--- config.mk ---
export PLATFORM = sky130hd
export DESIGN_NAME = uu_line_decoder_top
export DESIGN_NICKNAME = d
export VERILOG_FILES = /design/src/sv/uuld_pkg.sv /design/src/sv/uu_line_decoder_top.sv /design/src/sv/uuld_decode.sv /design/src/sv/uuld_queue.sv
export SDC_FILE = /design/constraint.sdc
export NUM_CORES = 1
export LEC_CHECK = 0
export BUFFER_PORTS_ARGS = -buffer_cell sky130_fd_sc_hd__buf_2
export CORE_ASPECT_RATIO = 0.7
export CORE_MARGIN = 3
export CORE_UTILIZATION = 35
export DETAILED_ROUTE_END_ITERATION = 8
export GPL_ROUTABILITY_DRIVEN = 0
export SYNTH_ARGS = -nofsm -noshare
export SYNTH_HDL_FRONTEND = slang
export SYNTH_SLANG_ARGS = --single-unit
--- constraint.sdc ---
create_clock -name clk_i -period 8.84 [get_ports clk_i]
set_input_delay 1.326 -clock clk_i [delete_from_list [all_inputs] [get_ports clk_i]]
set_output_delay 1.326 -clock clk_i [all_outputs]
set_load 0.02 [all_outputs]
--- src/sv/uuld_pkg.sv ---
package uuld_pkg;

  // Widths of the capacity register and of the running byte count
  localparam int CAP_W = 16;
  localparam int CNT_W = 16;
  localparam int LIM_W = (CNT_W > CAP_W) ? CNT_W : CAP_W;
  localparam logic [CNT_W-1:0] CNT_MAX = '1;
  localparam logic [CAP_W-1:0] CAP_RESET = '1;

  // Width of the bytes_so_far field on the result stream
  localparam int OUT_CNT_W = 16;

  // Results one text byte can cause, and result queue sizing
  localparam int RES_MAX = 3;
  localparam int Q_DEPTH = 6;
  localparam int QIDX_W = $clog2(Q_DEPTH);
  localparam int QCNT_W = $clog2(Q_DEPTH + 1);

  // Character constants
  localparam logic [7:0] SPACE_CHR = 8'h20;
  localparam logic [7:0] HIGH_CHR = 8'h80;
  localparam logic [7:0] NUL_CHR = 8'h00;

  // Decoder phase, one-hot
  typedef enum logic [4:0] {
    PH_LINE  = 5'b00001,
    PH_DATA  = 5'b00010,
    PH_TEXT  = 5'b00100,
    PH_SPACE = 5'b01000,
    PH_STOP  = 5'b10000
  } phase_e;

  // One result item
  typedef struct packed {
    logic [7:0]           data;
    logic                 present;
    logic                 run_last;
    logic                 done;
    logic [OUT_CNT_W-1:0] count;
  } res_t;

endpackage

--- src/sv/uu_line_decoder_top.sv ---
// Streaming uudecode: text bytes enter on the slave stream (tlast marks the last
// byte of a message) and decoded bytes leave on the master stream, one result
// item per handshake. A text byte is taken every cycle while the six-entry
// result queue holds three items or fewer; a byte that completes a group of four
// sextets adds up to three items, and the queue drains one item per cycle while
// the receiver is ready; four text bytes give three decoded bytes. Each text
// byte passes an input register, combinational decode logic, and the result
// queue. Write the capacity register only while no results are pending.
module uu_line_decoder_top (
  input  logic        clk_i,
  input  logic        rst_ni,
  input  logic        cfg_we_i,
  input  logic [15:0] cfg_wdata_i,
  input  logic        s_axis_tvalid,
  output logic        s_axis_tready,
  input  logic [7:0]  s_axis_tdata,   // [7:0] text_byte
  input  logic        s_axis_tlast,   // message_end
  output logic        m_axis_tvalid,
  input  logic        m_axis_tready,
  output logic [23:0] m_axis_tdata,   // [7:0] decoded_byte, [23:8] bytes_so_far
  output logic [1:0]  m_axis_tuser,   // [0] byte_present, [1] message_done
  output logic        m_axis_tlast    // run_last
);
  import uuld_pkg::*;

  logic               in_vld_q, in_vld_d;
  logic [7:0]         in_byte_q;
  logic               in_last_q;
  logic               fire;
  logic               in_acc;
  res_t [RES_MAX-1:0] res;
  logic [1:0]         num;
  res_t               head;
  logic [QCNT_W-1:0]  q_cnt;

  // Decode the held byte once the queue has room for a full group
  assign fire          = in_vld_q && (q_cnt <= QCNT_W'(Q_DEPTH - RES_MAX));
  assign s_axis_tready = !in_vld_q || fire;
  assign in_acc        = s_axis_tvalid && s_axis_tready;
  assign in_vld_d      = in_acc ? 1'b1 : (fire ? 1'b0 : in_vld_q);

  always_ff @(posedge clk_i or negedge rst_ni) begin
    if (!rst_ni) begin
      in_vld_q <= 1'b0;
    end else begin
      in_vld_q <= in_vld_d;
    end
  end

  // Load the input item
  always_ff @(posedge clk_i) begin
    if (in_acc) begin
      in_byte_q <= s_axis_tdata;
      in_last_q <= s_axis_tlast;
    end
  end

  uuld_decode u_decode (
    .clk_i       (clk_i),
    .rst_ni      (rst_ni),
    .cfg_we_i    (cfg_we_i),
    .cfg_wdata_i (cfg_wdata_i),
    .step_i      (fire),
    .byte_i      (in_byte_q),
    .last_i      (in_last_q),
    .res_o       (res),
    .num_o       (num)
  );

  uuld_queue u_queue (
    .clk_i   (clk_i),
    .rst_ni  (rst_ni),
    .push_i  (res),
    .num_i   (num),
    .ready_i (m_axis_tready),
    .head_o  (head),
    .valid_o (m_axis_tvalid),
    .count_o (q_cnt)
  );

  // Pack the head result onto the master stream
  assign m_axis_tdata = {head.count, head.data};
  assign m_axis_tuser = {head.done, head.present};
  assign m_axis_tlast = head.run_last;

endmodule

--- src/sv/uuld_decode.sv ---
module uuld_decode (
  input  logic                                  clk_i,
  input  logic                                  rst_ni,
  input  logic                                  cfg_we_i,
  input  logic [uuld_pkg::CAP_W-1:0]            cfg_wdata_i,
  input  logic                                  step_i,
  input  logic [7:0]                            byte_i,
  input  logic                                  last_i,
  output uuld_pkg::res_t [uuld_pkg::RES_MAX-1:0] res_o,
  output logic [1:0]                            num_o
);
  import uuld_pkg::*;

  logic [CAP_W-1:0] cap_q;
  phase_e           phase_q, phase_d;
  logic [5:0]       line_len_q, line_len_d;
  logic [6:0]       line_dec_q, line_dec_d;
  logic [1:0]       sext_idx_q, sext_idx_d;
  logic [2:0][5:0]  held_q, held_d;
  logic [CNT_W-1:0] emit_q, emit_d;

  logic [LIM_W-1:0] lim;
  logic [LIM_W-1:0] emit_ext;
  logic [LIM_W-1:0] rem;
  logic [1:0]       take;
  logic [5:0]       sext;
  logic [3:0][5:0]  quad;
  logic [2:0][7:0]  dec;

  res_t [RES_MAX-1:0] res_v;
  logic [1:0]         num_v;
  logic               stop;
  logic               consumed;
  phase_e             ph;

  // Effective limit: capacity, clamped to the count range
  always_comb begin
    if (LIM_W'(cap_q) < LIM_W'(CNT_MAX)) begin
      lim = LIM_W'(cap_q);
    end else begin
      lim = LIM_W'(CNT_MAX);
    end
  end

  assign emit_ext = LIM_W'(emit_q);
  assign rem      = lim - emit_ext;
  assign take     = (rem >= LIM_W'(RES_MAX)) ? 2'(RES_MAX) : rem[1:0];

  // Strip the space bias from a data byte
  assign sext = (byte_i >= SPACE_CHR) ? 6'(byte_i - SPACE_CHR) : byte_i[5:0];

  // Assemble the group of four and split it into three bytes
  always_comb begin
    for (int i = 0; i < 3; i++) begin
      if (2'(i) < sext_idx_q) begin
        quad[i] = held_q[i];
      end else if (2'(i) == sext_idx_q) begin
        quad[i] = sext;
      end else begin
        quad[i] = '0;
      end
    end
    quad[3] = (sext_idx_q == 2'd3) ? sext : 6'd0;
    dec[0] = {quad[0], quad[1][5:4]};
    dec[1] = {quad[1][3:0], quad[2][5:2]};
    dec[2] = {quad[2][1:0], quad[3]};
  end

  // Advance the decoder by one text byte
  always_comb begin
    phase_d    = phase_q;
    line_len_d = line_len_q;
    line_dec_d = line_dec_q;
    sext_idx_d = sext_idx_q;
    held_d     = held_q;
    emit_d     = emit_q;
    res_v      = '0;
    num_v      = 2'd0;
    stop       = 1'b0;
    consumed   = 1'b0;
    ph         = phase_q;

    if (step_i) begin
      if (phase_q == PH_STOP) begin
        if (last_i) begin
          phase_d    = PH_LINE;
          line_len_d = '0;
          line_dec_d = '0;
          sext_idx_d = '0;
          held_d     = '0;
          emit_d     = '0;
        end
      end else begin
        if (emit_ext >= lim) begin
          stop = 1'b1;
        end else if (phase_q == PH_DATA) begin
          if (sext_idx_q != 2'd3 && !last_i) begin
            held_d[sext_idx_q] = sext;
            sext_idx_d         = sext_idx_q + 2'd1;
          end else begin
            for (int j = 0; j < RES_MAX; j++) begin
              if (2'(j) < take) begin
                res_v[j].data    = dec[j];
                res_v[j].present = 1'b1;
                res_v[j].count   = OUT_CNT_W'(emit_q + CNT_W'(j + 1));
              end
            end
            num_v  = take;
            emit_d = emit_q + CNT_W'(take);
            if (emit_ext + LIM_W'(take) >= lim) begin
              stop = 1'b1;
            end
            sext_idx_d = '0;
            held_d     = '0;
            line_dec_d = line_dec_q + 7'd3;
            if (line_dec_d >= 7'(line_len_q)) begin
              phase_d = PH_TEXT;
            end
          end
        end else begin
          // Skip the line tail, then whitespace, then read the length byte
          if (ph == PH_TEXT) begin
            if (byte_i > SPACE_CHR && byte_i < HIGH_CHR) begin
              consumed = 1'b1;
            end else begin
              ph = PH_SPACE;
            end
          end
          if (ph == PH_SPACE && !consumed) begin
            if (byte_i != NUL_CHR && (byte_i <= SPACE_CHR || byte_i >= HIGH_CHR)) begin
              consumed = 1'b1;
            end else begin
              ph = PH_LINE;
            end
          end
          if (ph == PH_LINE && !consumed) begin
            if (byte_i >= SPACE_CHR && byte_i < HIGH_CHR) begin
              if (sext == 6'd0 || last_i) begin
                stop = 1'b1;
              end else begin
                line_len_d = sext;
                line_dec_d = '0;
                sext_idx_d = '0;
                ph         = PH_DATA;
              end
            end
          end
          phase_d = ph;
        end

        // Close the message or stop decoding
        if (stop || last_i) begin
          if (num_v == 2'd0) begin
            res_v[0].count = OUT_CNT_W'(emit_q);
            num_v          = 2'd1;
          end
          for (int j = 0; j < RES_MAX; j++) begin
            if (2'(j + 1) == num_v) begin
              res_v[j].done = 1'b1;
            end
          end
          if (last_i) begin
            phase_d    = PH_LINE;
            line_len_d = '0;
            line_dec_d = '0;
            sext_idx_d = '0;
            held_d     = '0;
            emit_d     = '0;
          end else begin
            phase_d = PH_STOP;
          end
        end
        for (int j = 0; j < RES_MAX; j++) begin
          if (2'(j + 1) == num_v) begin
            res_v[j].run_last = 1'b1;
          end
        end
      end
    end
  end

  assign res_o = res_v;
  assign num_o = num_v;

  // Capacity register
  always_ff @(posedge clk_i or negedge rst_ni) begin
    if (!rst_ni) begin
      cap_q <= CAP_RESET;
    end else if (cfg_we_i) begin
      cap_q <= cfg_wdata_i;
    end
  end

  // Decoder state
  always_ff @(posedge clk_i or negedge rst_ni) begin
    if (!rst_ni) begin
      phase_q    <= PH_LINE;
      line_len_q <= '0;
      line_dec_q <= '0;
      sext_idx_q <= '0;
      held_q     <= '0;
      emit_q     <= '0;
    end else begin
      phase_q    <= phase_d;
      line_len_q <= line_len_d;
      line_dec_q <= line_dec_d;
      sext_idx_q <= sext_idx_d;
      held_q     <= held_d;
      emit_q     <= emit_d;
    end
  end

  // A line never decodes more than one group past its length
  a_line_bound: assert property (@(posedge clk_i) disable iff (!rst_ni)
    line_dec_q <= 7'(line_len_q) + 7'd2)
    else $error("line decode count ran past its length");

endmodule

--- src/sv/uuld_queue.sv ---
module uuld_queue (
  input  logic                                   clk_i,
  input  logic                                   rst_ni,
  input  uuld_pkg::res_t [uuld_pkg::RES_MAX-1:0] push_i,
  input  logic [1:0]                             num_i,
  input  logic                                   ready_i,
  output uuld_pkg::res_t                         head_o,
  output logic                                   valid_o,
  output logic [uuld_pkg::QCNT_W-1:0]            count_o
);
  import uuld_pkg::*;

  res_t [Q_DEPTH-1:0] ent_q, ent_d;
  logic [QCNT_W-1:0]  cnt_q, cnt_d;
  logic [QCNT_W-1:0]  base;
  logic [QCNT_W-1:0]  slot;
  logic               pop;

  assign valid_o = (cnt_q != '0);
  assign pop     = valid_o && ready_i;
  assign base    = cnt_q - QCNT_W'(pop);

  // Shift out the head on pop, then append the new results
  always_comb begin
    ent_d = ent_q;
    slot  = '0;
    if (pop) begin
      for (int i = 0; i < Q_DEPTH - 1; i++) begin
        ent_d[i] = ent_q[i + 1];
      end
    end
    for (int j = 0; j < RES_MAX; j++) begin
      slot = base + QCNT_W'(j);
      if (2'(j) < num_i) begin
        ent_d[slot[QIDX_W-1:0]] = push_i[j];
      end
    end
  end

  assign cnt_d   = base + QCNT_W'(num_i);
  assign head_o  = ent_q[0];
  assign count_o = cnt_q;

  // Hold the fill count
  always_ff @(posedge clk_i or negedge rst_ni) begin
    if (!rst_ni) begin
      cnt_q <= '0;
    end else begin
      cnt_q <= cnt_d;
    end
  end

  // Hold the entries
  always_ff @(posedge clk_i) begin
    ent_q <= ent_d;
  end

  a_cnt_range: assert property (@(posedge clk_i) disable iff (!rst_ni)
    cnt_q <= QCNT_W'(Q_DEPTH))
    else $error("result queue count out of range");

  a_no_overflow: assert property (@(posedge clk_i) disable iff (!rst_ni)
    (num_i != 2'd0) |-> ((QCNT_W + 1)'(base) + (QCNT_W + 1)'(num_i) <= (QCNT_W + 1)'(Q_DEPTH)))
    else $error("result queue overflow");

  a_run_whole: assert property (@(posedge clk_i) disable iff (!rst_ni)
    (pop && !head_o.run_last) |-> (cnt_q >= QCNT_W'(2)))
    else $error("results of one text byte split in the queue");

endmodule

==> out/metrics.yaml <==
post_cts_buffers: 0
finalSetupTns_ns: 0
place_area_um2: 17300
p_sw_frac: 0.392
drive_gt1_frac: 0.108
cts_num_sinks: 245
slew_headroom: 0.116
synth_nets: 2222
pwr-share-clk: 0.249
grt_usage: 0.242
yosys_warnings: 0
pin_count: 59
synthArstFlopShare: 0.302
htree_levels: 1
dp_slack_ns: 0.888
synth_cell_type_count: 103
grt_pass1_wl_um: 95500
syn_inst: 2136
grt-ovfl-total: 0
final_area_um2: 18200
avgSynthCellArea_um2: 7.84
path_class: "reg -> reg"
critPathBufInv: 2
leakage_nw: 7.50
via_per_inst: 6.25
synth_top_flop_cell: "dfxtp_1"
power.total_w: 0.00476
ctsHoldBuffers: 0
clk_pin_slew_ns: 0.06
numCtsBuffers: 26
root_buffer: "clkbuf_16"
start_util: 0.357
hp-class: "reg -> reg"
io_buffers: 58
power_density_nw_per_um2: 262
synth_area_leaders: "dfxtp_1 (19%), dfrtp_1 (8.5%), mux2i_1 (7.4%)"
fp.dieH_um: 189
p_int_w: 0.00290
vias: 16900
end_kind: "flop"
clk_path_buf_depth: 3
dr.pass1.iters: 8
cap_violations: 0
dp_hpwl_um: 45100
dp_cells: 2661
setup_ws_ns: 0.599
antenna_found_initial: 0
synth_top_area_cell: "dfxtp_1"
ant_nets: 0
pwr-share-comb: 0.398
hold_viol: 0
fp.dieArea_um2: 50600
seq_area_frac_synth: 0.322
ys_seq_elements: 245
regArea_um2: 5390
syn_area_um2: 16800
fin_crit_ns: 8.24
drc: 0
seq_power_share: 0.353
fp-row-count: 66
start_kind: "flop"
worstPathRequired_ns: 9.32
fmax_ghz: 0.121
cts-resized-gates: 0
netlist.area_leader.share: 0.194
drt_wl_total_um: 63300
multi_input_area_um2: 10200
dr.first_iter.drc_count: 2510
peakVddDrop_mv: 0.153
area_delta_synth_final_pct: 8.47
tightest_slew_ns: 1.33
critical-path-top-delay-family: "compound AO/OA/AOI/OAI gates"
synth-edff-count: 9
grt_max_degree: 89
finalSetupViolCount: 0
worst_ep_arrival_time_ns: 8.72
critPathMaxStageDelay_ns: 0.66
skew_ns: 0.0268
antennaDiodeCount: 0
cts_tree: "built"
switchingPower_w: 0.00186
die_w_um: 268
fillCellCount: 4834
critPathSlowestCell: "dfrtp_1"
grt_pass1_vias: 15500
final_cells: 2709
clk_latency_ns: 0.57
fin_nets: 2163
fin_crit_sh: 0.932
wire_per_inst_um: 23.4
outcome: "completed"
crit_fanout: 17
rsz0062_at_grt: "false"
core_um2: 46900
report.final.slew_viol_count: 0
[kinds of logic after synthesis]
group / Yosys count / share of synthesized area
xor+xnor: 60 / 0.0314
mux: 132 / 0.0801
fa+ha+maj: 56 / 0.0432
flops: 245 / 0.322
compound gates: 693 / 0.263
simple gates: 695 / 0.190
buf+inv: 255 / 0.0706
[power groups by stage]
stage	registers (W)	logic (W)	clock network, W
after CTS	0.00167	0.00185	0.00120
after floorplan	0.00162	0.00147	0
after global placement	0.00169	0.00179	0
after global routing	0.00171	0.00207	0.00125
after detailed placement	0.00170	0.00184	0
final	0.00168	0.00189	0.00119
[cells in the mapped netlist (21+ instances only)]
cell,n
xnor2_1,54
buf_2,30
nand4_1,22
a21oi_1,202
and3_1,25
inv_1,58
a31oi_1,38
buf_4,34
dfrtp_1,57
nor3_1,34
dfxtp_1,162
o21ai_0,170
clkbuf_1,110
nor2_1,161
a22o_1,21
or3_1,24
o22ai_1,43
a22oi_1,35
a211oi_1,22
nand3_1,65
nand2_1,291
mux2i_1,124
ha_1,53
[layout make-up]
type,instances,area share
clock inverters,7,0.00599
multi-input cells,1636,0.564
inverters,66,0.0136
flip-flops and latches,245,0.296
well taps,612,0.0421
clock buffers,41,0.0429
repair buffers,102,0.0350
[per-layer routing]
metal  global-route usage  vias up  share of wire
li1                     -     7608              -
met1                0.355     8125           0.44
met2                0.340     1059           0.41
met3               0.0773      151           0.13
met4               0.0585        0          0.027
met5                    0        -              0
[placed cells by master (no fill, tap or decap), types with 53 or more instances in the layout]
master	instances
mux2i_1	124
inv_1	58
dfrtp_1	57
nand3_1	65
xnor2_1	54
ha_1	53
a21oi_1	201
buf_2	57
o21ai_0	169
nand2_1	290
nor2_1	159
dfxtp_1	162
[worst paths after layout]
path | start | endpoint | slack [ns] | cells past startpoint
max | u_decode.emit_ext[4] | u_queue.ent_q[74] | 0.60 | 26
min | u_queue.ent_q[141] | u_queue.ent_q[141] | 0.49 | 2
max reg2reg | u_decode.emit_ext[4] | u_queue.ent_q[74] | 0.60 | 26
min reg2reg | u_queue.ent_q[141] | u_queue.ent_q[141] | 0.49 | 2
max in group asynchronous | rst_ni | u_decode.emit_ext[8] | 7.21 | 1
min in group asynchronous | rst_ni | u_decode.held_q[14] | 0.92 | 1
[per-stage QoR]
stage | hold slack (ns) | utilization
detailed placement | 0.474 | 0.368
global placement | 0.468 | 0.368
floorplan | 0.449 | -
global route | 0.500 | 0.387
CTS | 0.483 | 0.387
finish | 0.485 | 0.387
[worst register-to-register path: cells and delay by family (launching register included)]
family | cells | cell delay (ns)
adders and majority gates | 3 | 1.12
AOI/OAI and AO/OA | 14 | 4.00
buffers and inverters | 2 | 0.62
DFF | 1 | 0.66
muxes | 1 | 0.23
xor gates and xnor gates | 2 | 0.32
and+or+nand+nor | 4 | 1.21
[flip-flops by register name (all words and copies together) (netlist names)]
signal / flops
in_last_q: 1
u_decode.cap_q: 16
u_queue.head_o: 27
u_decode.sext_idx_q: 2
in_vld_q: 1
u_queue.count_o: 3
u_decode.held_q: 18
u_decode.phase_q: 5
u_decode.line_dec_q: 7
u_queue.ent_q: 135
in_byte_q: 8
u_decode.line_len_q: 6
u_decode.emit_ext: 16
(Power assumes the default switching activity.)
